==> config.mk <==
export PLATFORM = sky130hd
export DESIGN_NAME = expanding_ring_led_brightness
export DESIGN_NICKNAME = d
export VERILOG_FILES = /design/src/rtl/erlb_pkg.sv /design/src/rtl/expanding_ring_led_brightness.sv /design/src/rtl/erlb_csr.sv /design/src/rtl/erlb_ring.sv /design/src/rtl/erlb_div.sv
export SDC_FILE = /design/constraint.sdc
export NUM_CORES = 2
export LEC_CHECK = 0
export ABC_CLOCK_PERIOD_IN_PS = 20000
export CORE_ASPECT_RATIO = 1.75
export CORE_MARGIN = 2
export CORE_UTILIZATION = 50
export CTS_BUF_LIST = sky130_fd_sc_hd__clkbuf_8
export DETAILED_ROUTE_END_ITERATION = 7
export DONT_BUFFER_PORTS = 1
export GPL_TIMING_DRIVEN = 1
export SLEW_MARGIN = 20
export SYNTH_ARGS = -nofsm -noshare
export SYNTH_HDL_FRONTEND = slang
export SYNTH_SLANG_ARGS = --single-unit
==> constraint.sdc <==
create_clock -name clock -period 20 [get_ports clock]
set_clock_uncertainty 0.05 [all_clocks]
set_input_delay 6 -clock clock [delete_from_list [all_inputs] [get_ports clock]]
set_output_delay 6 -clock clock [all_outputs]
set_load 0.01 [all_outputs]
==> src/rtl/erlb_pkg.sv <==
// ----------------------------------------------------------------------------
// erlb_pkg
// Shared types and constants for the expanding ring LED brightness block.
// ----------------------------------------------------------------------------
package erlb_pkg;

   localparam int CFG_W      = 8;
   localparam int FRAME_W    = 16;
   localparam int INDEX_W    = 7;
   localparam int COORD_W    = 8;
   localparam int GAP_W      = 7;
   localparam int GAPSQ_W    = 14;
   localparam int EASE_W     = 22;
   localparam int SQR_W      = 16;
   localparam int DIST_W     = 17;
   localparam int DIVIDEND_W = 24;
   localparam int QUO_W      = 8;
   localparam int RECIP_W    = 23;
   localparam int RECIP_SHIFT = 36;

   localparam logic [1:0] KIND_NONE  = 2'd0;
   localparam logic [1:0] KIND_CLEAR = 2'd1;
   localparam logic [1:0] KIND_OFF   = 2'd2;
   localparam logic [1:0] KIND_HSV   = 2'd3;

   localparam logic [FRAME_W-1:0] FRAME_RING_START = 16'd50;
   localparam logic [FRAME_W-1:0] FRAME_RING_END   = 16'd110;
   // distance to the end of the ease: 100 - (frame - 50)
   localparam logic [7:0] GAP_BASE = 8'd150;
   // ceil(2^36 / 10000), exact for dividends below 2^22
   localparam logic [RECIP_W-1:0] RECIP_MULT = 23'd6871948;

   typedef struct packed {
      logic [CFG_W-1:0] origin_x;
      logic [CFG_W-1:0] origin_y;
      logic [CFG_W-1:0] ring_hue;
      logic [CFG_W-1:0] ring_saturation;
      logic [CFG_W-1:0] peak_value;
      logic [CFG_W-1:0] inner_start_radius;
      logic [CFG_W-1:0] outer_start_radius;
      logic [CFG_W-1:0] final_radius;
   } cfg_type;

   typedef struct packed {
      logic               valid;
      logic               ring;
      logic [INDEX_W-1:0] led_index;
      logic [1:0]         write_kind;
      logic [7:0]         hue;
      logic [7:0]         saturation;
      logic               finished;
      logic               value_en;
   } ctl_type;

endpackage

==> src/rtl/expanding_ring_led_brightness.sv <==
// ----------------------------------------------------------------------------
// expanding_ring_led_brightness
// Startup ring animation: one LED command per LED item, fully pipelined.
// ----------------------------------------------------------------------------
// Input channel: drive frame number, LED index and LED x,y on the req_ ports
// and pulse start; an item is taken on each rising edge with start high and
// busy low. busy is always low, so one item can enter every cycle.
// Result channel: each item yields exactly one command on the rsp_ ports,
// marked by a one-cycle rsp_strobe, in order.
// The pipeline holds eight arithmetic stages (frame decode, squares, ease
// multiply, reciprocal divide by 10000, radii, squared radii, ring test, peak
// scaling) and an eight-stage restoring divider, one quotient bit per stage.
// Throughput is one item per clock.
// There is no receiver back-pressure: results must be taken when strobed.
// Registers are written through the APB-style port at byte address 4*i and
// must only change while no items are in flight.
// Synchronous reset empties the pipeline and loads the register defaults.
// ----------------------------------------------------------------------------
module expanding_ring_led_brightness
   import erlb_pkg::*;
#(
   parameter int NUM_LEDS = 128
)
(
   input  logic               clock,
   input  logic               reset,
   input  logic               start,
   output logic               busy,
   input  logic [FRAME_W-1:0] req_frame_number,
   input  logic [INDEX_W-1:0] req_led_index,
   input  logic [COORD_W-1:0] req_led_x,
   input  logic [COORD_W-1:0] req_led_y,
   output logic               rsp_strobe,
   output logic [INDEX_W-1:0] rsp_led_target,
   output logic [1:0]         rsp_write_kind,
   output logic [7:0]         rsp_hue_out,
   output logic [7:0]         rsp_saturation_out,
   output logic [7:0]         rsp_value_out,
   output logic               rsp_finished,
   input  logic               psel,
   input  logic               penable,
   input  logic               pwrite,
   input  logic [4:0]         paddr,
   input  logic [31:0]        pwdata,
   output logic [31:0]        prdata,
   output logic               pready
);

   cfg_type               cfg;
   ctl_type               ring_ctl, div_ctl;
   logic [DIVIDEND_W-1:0] ring_dividend;
   logic [SQR_W-1:0]      ring_divisor;
   logic [QUO_W-1:0]      div_quotient;

   assign busy = 1'b0;

   erlb_csr u_csr (
      .clock   (clock),
      .reset   (reset),
      .psel    (psel),
      .penable (penable),
      .pwrite  (pwrite),
      .paddr   (paddr),
      .pwdata  (pwdata),
      .prdata  (prdata),
      .pready  (pready),
      .cfg     (cfg)
   );

   erlb_ring #(
      .NUM_LEDS (NUM_LEDS)
   ) u_ring (
      .clock        (clock),
      .reset        (reset),
      .in_valid     (start && !busy),
      .frame_number (req_frame_number),
      .led_index    (req_led_index),
      .led_x        (req_led_x),
      .led_y        (req_led_y),
      .cfg          (cfg),
      .out_ctl      (ring_ctl),
      .out_dividend (ring_dividend),
      .out_divisor  (ring_divisor)
   );

   erlb_div u_div (
      .clock        (clock),
      .reset        (reset),
      .in_ctl       (ring_ctl),
      .in_dividend  (ring_dividend),
      .in_divisor   (ring_divisor),
      .out_ctl      (div_ctl),
      .out_quotient (div_quotient)
   );

   assign rsp_strobe         = div_ctl.valid;
   assign rsp_led_target     = div_ctl.led_index;
   assign rsp_write_kind     = div_ctl.write_kind;
   assign rsp_hue_out        = div_ctl.hue;
   assign rsp_saturation_out = div_ctl.saturation;
   assign rsp_value_out      = div_ctl.value_en ? div_quotient : '0;
   assign rsp_finished       = div_ctl.finished;

   // non-hsv commands carry no color
   a_color_only_hsv: assert property (@(posedge clock) disable iff (reset)
      rsp_strobe && rsp_write_kind != KIND_HSV |->
         rsp_hue_out == '0 && rsp_saturation_out == '0 && rsp_value_out == '0)
      else $error("color fields set on a non-hsv command");

   // finished frames never write
   a_finished_no_write: assert property (@(posedge clock) disable iff (reset)
      rsp_strobe && rsp_finished |-> rsp_write_kind == KIND_NONE)
      else $error("write command on a finished frame");

   // ramp never exceeds the peak brightness
   a_value_below_peak: assert property (@(posedge clock) disable iff (reset)
      rsp_strobe && rsp_write_kind == KIND_HSV |-> rsp_value_out <= cfg.peak_value)
      else $error("brightness above peak value");

endmodule

==> src/rtl/erlb_csr.sv <==
// ----------------------------------------------------------------------------
// erlb_csr
// APB-style register file holding the eight ring animation registers.
// ----------------------------------------------------------------------------
module erlb_csr
   import erlb_pkg::*;
(
   input  logic        clock,
   input  logic        reset,
   input  logic        psel,
   input  logic        penable,
   input  logic        pwrite,
   input  logic [4:0]  paddr,
   input  logic [31:0] pwdata,
   output logic [31:0] prdata,
   output logic        pready,
   output cfg_type     cfg
);

   localparam int NUM_REGS = 8;

   localparam logic [2:0] REG_ORIGIN_X     = 3'd0;
   localparam logic [2:0] REG_ORIGIN_Y     = 3'd1;
   localparam logic [2:0] REG_RING_HUE     = 3'd2;
   localparam logic [2:0] REG_RING_SAT     = 3'd3;
   localparam logic [2:0] REG_PEAK_VALUE   = 3'd4;
   localparam logic [2:0] REG_INNER_START  = 3'd5;
   localparam logic [2:0] REG_OUTER_START  = 3'd6;
   localparam logic [2:0] REG_FINAL_RADIUS = 3'd7;

   localparam logic [CFG_W-1:0] RESET_VALS [NUM_REGS] = '{
      8'd192, 8'd50, 8'd145, 8'd235, 8'd150, 8'd0, 8'd40, 8'd250
   };

   logic [CFG_W-1:0] regs_ff [NUM_REGS];
   logic [2:0]       reg_sel;
   logic             wr_en;

   assign reg_sel = paddr[4:2];
   assign wr_en   = psel && penable && pwrite;
   assign pready  = 1'b1;
   assign prdata  = {{(32 - CFG_W){1'b0}}, regs_ff[reg_sel]};

   always_ff @(posedge clock) begin
      if (reset) begin
         for (int i = 0; i < NUM_REGS; i++) begin
            regs_ff[i] <= RESET_VALS[i];
         end
      end else if (wr_en) begin
         regs_ff[reg_sel] <= pwdata[CFG_W-1:0];
      end
   end

   assign cfg.origin_x           = regs_ff[REG_ORIGIN_X];
   assign cfg.origin_y           = regs_ff[REG_ORIGIN_Y];
   assign cfg.ring_hue           = regs_ff[REG_RING_HUE];
   assign cfg.ring_saturation    = regs_ff[REG_RING_SAT];
   assign cfg.peak_value         = regs_ff[REG_PEAK_VALUE];
   assign cfg.inner_start_radius = regs_ff[REG_INNER_START];
   assign cfg.outer_start_radius = regs_ff[REG_OUTER_START];
   assign cfg.final_radius       = regs_ff[REG_FINAL_RADIUS];

endmodule

==> src/rtl/erlb_ring.sv <==
// ----------------------------------------------------------------------------
// erlb_ring
// Eight-stage front pipeline: frame decode, eased radii, squared distances,
// ring test and the numerator and divisor of the brightness ramp.
// ----------------------------------------------------------------------------
module erlb_ring
   import erlb_pkg::*;
#(
   parameter int NUM_LEDS = 128
)
(
   input  logic                  clock,
   input  logic                  reset,
   input  logic                  in_valid,
   input  logic [FRAME_W-1:0]    frame_number,
   input  logic [INDEX_W-1:0]    led_index,
   input  logic [COORD_W-1:0]    led_x,
   input  logic [COORD_W-1:0]    led_y,
   input  cfg_type               cfg,
   output ctl_type               out_ctl,
   output logic [DIVIDEND_W-1:0] out_dividend,
   output logic [SQR_W-1:0]      out_divisor
);

   // ease direction and span; the user must keep them static while items are in flight (not enforced here)
   logic             in_rise, out_rise;
   logic [CFG_W-1:0] in_span, out_span;

   assign in_rise  = cfg.final_radius >= cfg.inner_start_radius;
   assign out_rise = cfg.final_radius >= cfg.outer_start_radius;
   assign in_span  = in_rise ? cfg.final_radius - cfg.inner_start_radius
                             : cfg.inner_start_radius - cfg.final_radius;
   assign out_span = out_rise ? cfg.final_radius - cfg.outer_start_radius
                              : cfg.outer_start_radius - cfg.final_radius;

   // stage 1: frame decode, gap, coordinate distances
   ctl_type            ctl_s1_in, ctl_s1_ff;
   logic [GAP_W-1:0]   gap_s1_ff;
   logic [COORD_W-1:0] dx_s1_ff, dy_s1_ff;

   always_comb begin
      ctl_s1_in            = '0;
      ctl_s1_in.valid      = in_valid;
      ctl_s1_in.led_index  = led_index;
      ctl_s1_in.write_kind = KIND_NONE;
      priority if (frame_number == '0) begin
         ctl_s1_in.write_kind = KIND_CLEAR;
      end else if (frame_number < FRAME_RING_START) begin
         ctl_s1_in.write_kind = KIND_NONE;
      end else if (frame_number < FRAME_RING_END) begin
         ctl_s1_in.ring = 32'(led_index) < NUM_LEDS;
      end else begin
         ctl_s1_in.finished = 1'b1;
      end
   end

   always_ff @(posedge clock) begin
      ctl_s1_ff <= reset ? '0 : ctl_s1_in;
      gap_s1_ff <= GAP_W'(GAP_BASE - frame_number[7:0]);
      dx_s1_ff  <= (led_x > cfg.origin_x) ? led_x - cfg.origin_x : cfg.origin_x - led_x;
      dy_s1_ff  <= (led_y > cfg.origin_y) ? led_y - cfg.origin_y : cfg.origin_y - led_y;
   end

   // stage 2: squares of gap and distances
   ctl_type            ctl_s2_ff;
   logic [GAPSQ_W-1:0] gapsq_s2_ff;
   logic [SQR_W-1:0]   dxsq_s2_ff, dysq_s2_ff;

   always_ff @(posedge clock) begin
      ctl_s2_ff   <= reset ? '0 : ctl_s1_ff;
      gapsq_s2_ff <= GAPSQ_W'(gap_s1_ff) * GAPSQ_W'(gap_s1_ff);
      dxsq_s2_ff  <= SQR_W'(dx_s1_ff) * SQR_W'(dx_s1_ff);
      dysq_s2_ff  <= SQR_W'(dy_s1_ff) * SQR_W'(dy_s1_ff);
   end

   // stage 3: ease products, squared distance
   ctl_type           ctl_s3_ff;
   logic [EASE_W-1:0] prod_in_s3_ff, prod_out_s3_ff;
   logic [DIST_W-1:0] dd_s3_ff;

   always_ff @(posedge clock) begin
      ctl_s3_ff      <= reset ? '0 : ctl_s2_ff;
      prod_in_s3_ff  <= EASE_W'(in_span) * EASE_W'(gapsq_s2_ff);
      prod_out_s3_ff <= EASE_W'(out_span) * EASE_W'(gapsq_s2_ff);
      dd_s3_ff       <= DIST_W'(dxsq_s2_ff) + DIST_W'(dysq_s2_ff);
   end

   // stage 4: divide by 10000 through the reciprocal
   ctl_type                       ctl_s4_ff;
   logic [CFG_W-1:0]              q_in_s4_ff, q_out_s4_ff;
   logic [DIST_W-1:0]             dd_s4_ff;
   logic [EASE_W+RECIP_W-1:0]     recip_in_prod, recip_out_prod;

   assign recip_in_prod  = (EASE_W + RECIP_W)'(prod_in_s3_ff) *
                           (EASE_W + RECIP_W)'(RECIP_MULT);
   assign recip_out_prod = (EASE_W + RECIP_W)'(prod_out_s3_ff) *
                           (EASE_W + RECIP_W)'(RECIP_MULT);

   always_ff @(posedge clock) begin
      ctl_s4_ff   <= reset ? '0 : ctl_s3_ff;
      q_in_s4_ff  <= recip_in_prod[RECIP_SHIFT +: CFG_W];
      q_out_s4_ff <= recip_out_prod[RECIP_SHIFT +: CFG_W];
      dd_s4_ff    <= dd_s3_ff;
   end

   // stage 5: eased radii
   ctl_type           ctl_s5_ff;
   logic [CFG_W-1:0]  r_in_s5_ff, r_out_s5_ff;
   logic [DIST_W-1:0] dd_s5_ff;

   always_ff @(posedge clock) begin
      ctl_s5_ff   <= reset ? '0 : ctl_s4_ff;
      r_in_s5_ff  <= in_rise ? cfg.final_radius - q_in_s4_ff
                             : cfg.final_radius + q_in_s4_ff;
      r_out_s5_ff <= out_rise ? cfg.final_radius - q_out_s4_ff
                              : cfg.final_radius + q_out_s4_ff;
      dd_s5_ff    <= dd_s4_ff;
   end

   // stage 6: squared radii
   ctl_type           ctl_s6_ff;
   logic [SQR_W-1:0]  s_in_s6_ff, s_out_s6_ff, s_pk_s6_ff;
   logic [DIST_W-1:0] dd_s6_ff;
   logic [CFG_W:0]    pk_sum;
   logic [CFG_W-1:0]  r_pk;

   assign pk_sum = (CFG_W + 1)'(r_in_s5_ff) + (CFG_W + 1)'(r_out_s5_ff);
   assign r_pk   = pk_sum[CFG_W:1];

   always_ff @(posedge clock) begin
      ctl_s6_ff   <= reset ? '0 : ctl_s5_ff;
      s_in_s6_ff  <= SQR_W'(r_in_s5_ff) * SQR_W'(r_in_s5_ff);
      s_out_s6_ff <= SQR_W'(r_out_s5_ff) * SQR_W'(r_out_s5_ff);
      s_pk_s6_ff  <= SQR_W'(r_pk) * SQR_W'(r_pk);
      dd_s6_ff    <= dd_s5_ff;
   end

   // stage 7: ring test, ramp numerator and divisor
   ctl_type          ctl_s7_in, ctl_s7_ff;
   logic [SQR_W-1:0] num_s7_in, den_s7_in;
   logic [SQR_W-1:0] num_s7_ff, den_s7_ff;
   logic             in_band;

   always_comb begin
      in_band = !(dd_s6_ff > DIST_W'(s_out_s6_ff) || dd_s6_ff < DIST_W'(s_in_s6_ff));
      if (dd_s6_ff > DIST_W'(s_pk_s6_ff)) begin
         num_s7_in = s_out_s6_ff - dd_s6_ff[SQR_W-1:0];
         den_s7_in = s_out_s6_ff - s_pk_s6_ff;
      end else begin
         num_s7_in = dd_s6_ff[SQR_W-1:0] - s_in_s6_ff;
         den_s7_in = s_pk_s6_ff - s_in_s6_ff;
      end
      ctl_s7_in = ctl_s6_ff;
      if (ctl_s6_ff.ring) begin
         if (in_band) begin
            ctl_s7_in.write_kind = KIND_HSV;
            ctl_s7_in.hue        = cfg.ring_hue;
            ctl_s7_in.saturation = cfg.ring_saturation;
            ctl_s7_in.value_en   = den_s7_in != '0;
         end else begin
            ctl_s7_in.write_kind = KIND_OFF;
         end
      end
   end

   always_ff @(posedge clock) begin
      ctl_s7_ff <= reset ? '0 : ctl_s7_in;
      num_s7_ff <= num_s7_in;
      den_s7_ff <= den_s7_in;
   end

   // stage 8: scale numerator by peak brightness
   ctl_type               ctl_s8_ff;
   logic [DIVIDEND_W-1:0] dividend_s8_ff;
   logic [SQR_W-1:0]      den_s8_ff;

   always_ff @(posedge clock) begin
      ctl_s8_ff      <= reset ? '0 : ctl_s7_ff;
      dividend_s8_ff <= DIVIDEND_W'(cfg.peak_value) * DIVIDEND_W'(num_s7_ff);
      den_s8_ff      <= den_s7_ff;
   end

   assign out_ctl      = ctl_s8_ff;
   assign out_dividend = dividend_s8_ff;
   assign out_divisor  = den_s8_ff;

endmodule

==> src/rtl/erlb_div.sv <==
// ----------------------------------------------------------------------------
// erlb_div
// Pipelined restoring divider, one quotient bit per stage. The quotient is
// known to fit in eight bits since the ramp numerator never exceeds the divisor.
// ----------------------------------------------------------------------------
module erlb_div
   import erlb_pkg::*;
(
   input  logic                  clock,
   input  logic                  reset,
   input  ctl_type               in_ctl,
   input  logic [DIVIDEND_W-1:0] in_dividend,
   input  logic [SQR_W-1:0]      in_divisor,
   output ctl_type               out_ctl,
   output logic [QUO_W-1:0]      out_quotient
);

   ctl_type               ctl_ff   [QUO_W];
   logic [DIVIDEND_W-1:0] rem_ff   [QUO_W];
   logic [SQR_W-1:0]      den_ff   [QUO_W];
   logic [QUO_W-1:0]      quo_ff   [QUO_W];

   ctl_type               ctl_stage [QUO_W];
   logic [DIVIDEND_W-1:0] rem_stage [QUO_W];
   logic [SQR_W-1:0]      den_stage [QUO_W];
   logic [QUO_W-1:0]      quo_stage [QUO_W];

   for (genvar i = 0; i < QUO_W; i++) begin : g_step
      logic [DIVIDEND_W-1:0] trial;
      logic                  take;

      if (i == 0) begin : g_first
         assign ctl_stage[i] = in_ctl;
         assign rem_stage[i] = in_dividend;
         assign den_stage[i] = in_divisor;
         assign quo_stage[i] = '0;
      end else begin : g_next
         assign ctl_stage[i] = ctl_ff[i-1];
         assign rem_stage[i] = rem_ff[i-1];
         assign den_stage[i] = den_ff[i-1];
         assign quo_stage[i] = quo_ff[i-1];
      end

      assign trial = DIVIDEND_W'(den_stage[i]) << (QUO_W - 1 - i);
      assign take  = rem_stage[i] >= trial;

      always_ff @(posedge clock) begin
         ctl_ff[i] <= reset ? '0 : ctl_stage[i];
         den_ff[i] <= den_stage[i];
         rem_ff[i] <= take ? rem_stage[i] - trial : rem_stage[i];
         quo_ff[i] <= quo_stage[i] | (take ? QUO_W'(1) << (QUO_W - 1 - i) : '0);
      end
   end

   assign out_ctl      = ctl_ff[QUO_W-1];
   assign out_quotient = quo_ff[QUO_W-1];

endmodule

==> run_results.csv <==
group,metric,value,unit
clocking,post_cts_buffers,0,
clocking,clkTransAtPathRegs,70,ps
clocking,cts_max_path_buffers,3,
logic_synthesis,yosys.area_share.simple,12.88,%
global_routing,antenna_found_initial,9,
logic_synthesis,synthMuxAreaShare,1.461,%
routing,vias_per_cell,5.145,
flow_run,cap_violations,0,
logic_synthesis,dominantRegCellSynth,"dfxtp_1",
final_layout,utilization,53.79,%
place,numPortBuffers,0,
worst_hold_path,hold_path_class,"reg -> reg",
global_routing,first_global_vias,53502,
global_routing,grt_max_degree,338,
logic_synthesis,yosys_warnings,0,
worst_setup_path,start_kind,"input port",
final_layout,layout_commonest_cell,"inv_1",
clocking,clock-root-buffer,"clkbuf_8",
floorplanning,die_w,297.0,um
worst_setup_path,crit_chain,"nand2b_1 -> o221a_2 -> a31oi_1 -> a211o_1",
worst_setup_path,crit_path_max_incr_delay,350,ps
floorplanning,rows,188,
worst_setup_path,reg2reg_to,"u_ring.prod_out_s3_ff[21]",
final_layout,drive_gt1_share,4.928,%
place,gp_congestion,0.9222,
timing,worst_slew_pin_slew,1170,ps
outcome,outcome,"finished clean",
timing,hold_violations,0,
final_layout,syn2layout_area_growth,7.142,%
logic_synthesis,synth_area,75110,um^2
routing,dr.pass1.iters,6,
worst_setup_path,cp-end-kind,"output port",
global_routing,grt_usage,23.47,%
final_layout,fill_cells,13671,
floorplanning,start_util,50.20,%
floorplanning,ioPinCount,151,
timing,setup_viol,0,
logic_synthesis,yosysSeqAreaShare,28.92,%
worst_setup_path,rrSetupSlack,11600,ps
clocking,insertion_delay,920,ps
logic_synthesis,synth_cell_types,86,
clocking,clock_sinks,1053,
worst_hold_path,min_to,"u_ring.dd_s6_ff[15]",
logic_synthesis,synth_top_family_by_area,"adder cells",
timing,hold_ws,267.0,ps
timing,final.period_utilization,65.32,%
final_layout,layout.nets,9378,
routing,drt-total-wl,176.4,mm
timing,report.final.slew_viol_count,0,
routing,drt_iter0_drc,1674,
routing,drt.antenna.violating_nets,0,
timing,fmax,0.07654,GHz
worst_hold_path,hold_start,"u_ring.dd_s5_ff[15]",
clocking,ctsHtreeMaxLevel,4,
floorplanning,die_h,516.7,um
logic_synthesis,synth-compound-area-share,8.121,%
worst_setup_path,worstReg2RegStart,"u_csr.regs_ff[7][0]",
clocking,cts.hold.buffers_added,0,
timing,tns,0,ps
floorplanning,design.die.area,153500,um^2
logic_synthesis,synth_xor_area_share,4.536,%
timing,period_minus_slack,13060,ps
place,dp.cells,9396,
worst_setup_path,arrival,7010,ps
routing,drc,0,
worst_setup_path,critPathSlowestCell,"o221a_2",
logic_synthesis,yosys.area_share.adder,36.26,%
final_layout,mostFrequentLayoutCells,"1,368 x inv_1, 996 x ha_1, 989 x dfxtp_1, 738 x fa_1, 455 x nor2b_1",
logic_synthesis,synthArstFlopShare,0,%
worst_setup_path,path_class,"in -> out",
timing,rsz0062_at_grt,"no",
worst_setup_path,required,13950,ps
logic_synthesis,synth_edf_count,64,
global_routing,gr-total-overflow,0,
logic_synthesis,synth.avg_cell_area,9.972,um^2
logic_synthesis,synth_seq_cells,1053,
clocking,tritoncts,"yes",
timing,relSlewSlack,21.81,%
worst_setup_path,crit_path_max_fanout,28,
clocking,cts_buffers,159,
clocking,cts_resized,0,
worst_setup_path,rr_worst_depth,30,
routing,num_vias,49863,
routing,routedWlPerCell,18.20,um
final_layout,final_cells,9692,
worst_hold_path,hold_depth,0,
floorplanning,core,149600,um^2
global_routing,grt_pass1_wl,281.1,mm
place,dp_hpwl,146.8,mm
logic_synthesis,syn-instance-count,7532,
final cells by class:
| type | instances | area [um^2] | share of cell area, % |
|---|---|---|---|
| inverter | 1318 | 4947 | 6.148 |
| sequential | 1053 | 21720 | 26.99 |
| antenna | 6 | 15.01 | 0.01866 |
| clock buffer | 195 | 2684 | 3.335 |
| tap | 1995 | 2496 | 3.102 |
| clock inverter | 95 | 730.7 | 0.9080 |
| timing repair buffer | 21 | 157.7 | 0.1959 |
| multi-input combinational | 5009 | 47720 | 59.30 |
Yosys cell counts (13+ instances only):
cell type	n	area share, %
fa_1	738	20
mux2_2	49	0.73
nand2b_1	77	0.64
a211o_1	13	0.15
and3_1	21	0.17
clkbuf_1	124	0.62
buf_4	51	0.51
nor2b_1	455	3.8
a21boi_0	17	0.17
a211oi_1	33	0.33
nand3_1	47	0.31
nor4_1	26	0.22
o21ai_0	166	1.1
ha_1	996	17
dfxtp_1	989	26
nand4_1	44	0.37
and2_1	320	2.7
nand2_1	301	1.5
o31ai_1	21	0.21
nor3_1	89	0.59
a31oi_1	23	0.19
o21bai_1	44	0.44
edfxtp_1	64	2.6
a21o_1	118	1.2
mux2i_1	41	0.55
o21a_1	66	0.66
or2_2	34	0.28
o211ai_1	13	0.13
xnor2_1	265	3.1
a21oi_1	319	2.1
inv_1	1318	6.6
nor2_1	303	1.5
or3_1	42	0.35
xor2_1	124	1.4
cell families after synthesis:
kind of cell / after synthesis
buf+inv: 1508
other cells: 2
fa+ha+maj: 1734
compound gates: 950
flops: 1053
mux: 96
simple gates: 1800
xor+xnor: 389
worst max-delay path, delay by kind of cell:
family / cells / cell delay (ps)
AOI/OAI and AO/OA: 3 / 700
and+or+nand+nor: 1 / 300
state kept, by name (all words and copies together), names as in the netlist, 24 cells and up:
signal	flops
u_div.ctl_ff	224
u_ring.out_dividend	24
u_div.quo_ff	36
u_div.rem_ff	168
u_csr.regs_ff	64
u_ring.ctl_s7_ff	28
u_ring.out_ctl	28
u_div.den_ff	112
through the flow:
stage               cell area, um^2  setup WS (ps)
floorplan                     75250           6658
global placement              77020           6957
detailed placement            77030           6955
CTS                           80440           6953
global route                  80460           6850
finish                        80470           6935
metal layers:
| layer | wire length, um | vias to the layer above | global-route usage [%] |
|---|---|---|---|
| li1 | - | 24149 | - |
| met1 | 58860 | 24352 | 21.64 |
| met2 | 100300 | 855 | 47.56 |
| met3 | 4815 | 503 | 2.958 |
| met4 | 12450 | 4 | 15.07 |
| met5 | 26 | - | 0 |
worst max path at each step:
stage,startpoint,end,depth (start not counted)
floorplan,paddr[3],prdata[2],4
finish,paddr[2],prdata[6],4
global route,paddr[2],prdata[6],4
detailed placement,paddr[2],prdata[6],4
global placement,paddr[3],prdata[6],4
CTS,paddr[2],prdata[6],4
Power is not shown: default switching activity piles up to over one toggle a cycle in this logic, so the estimate is an artifact.
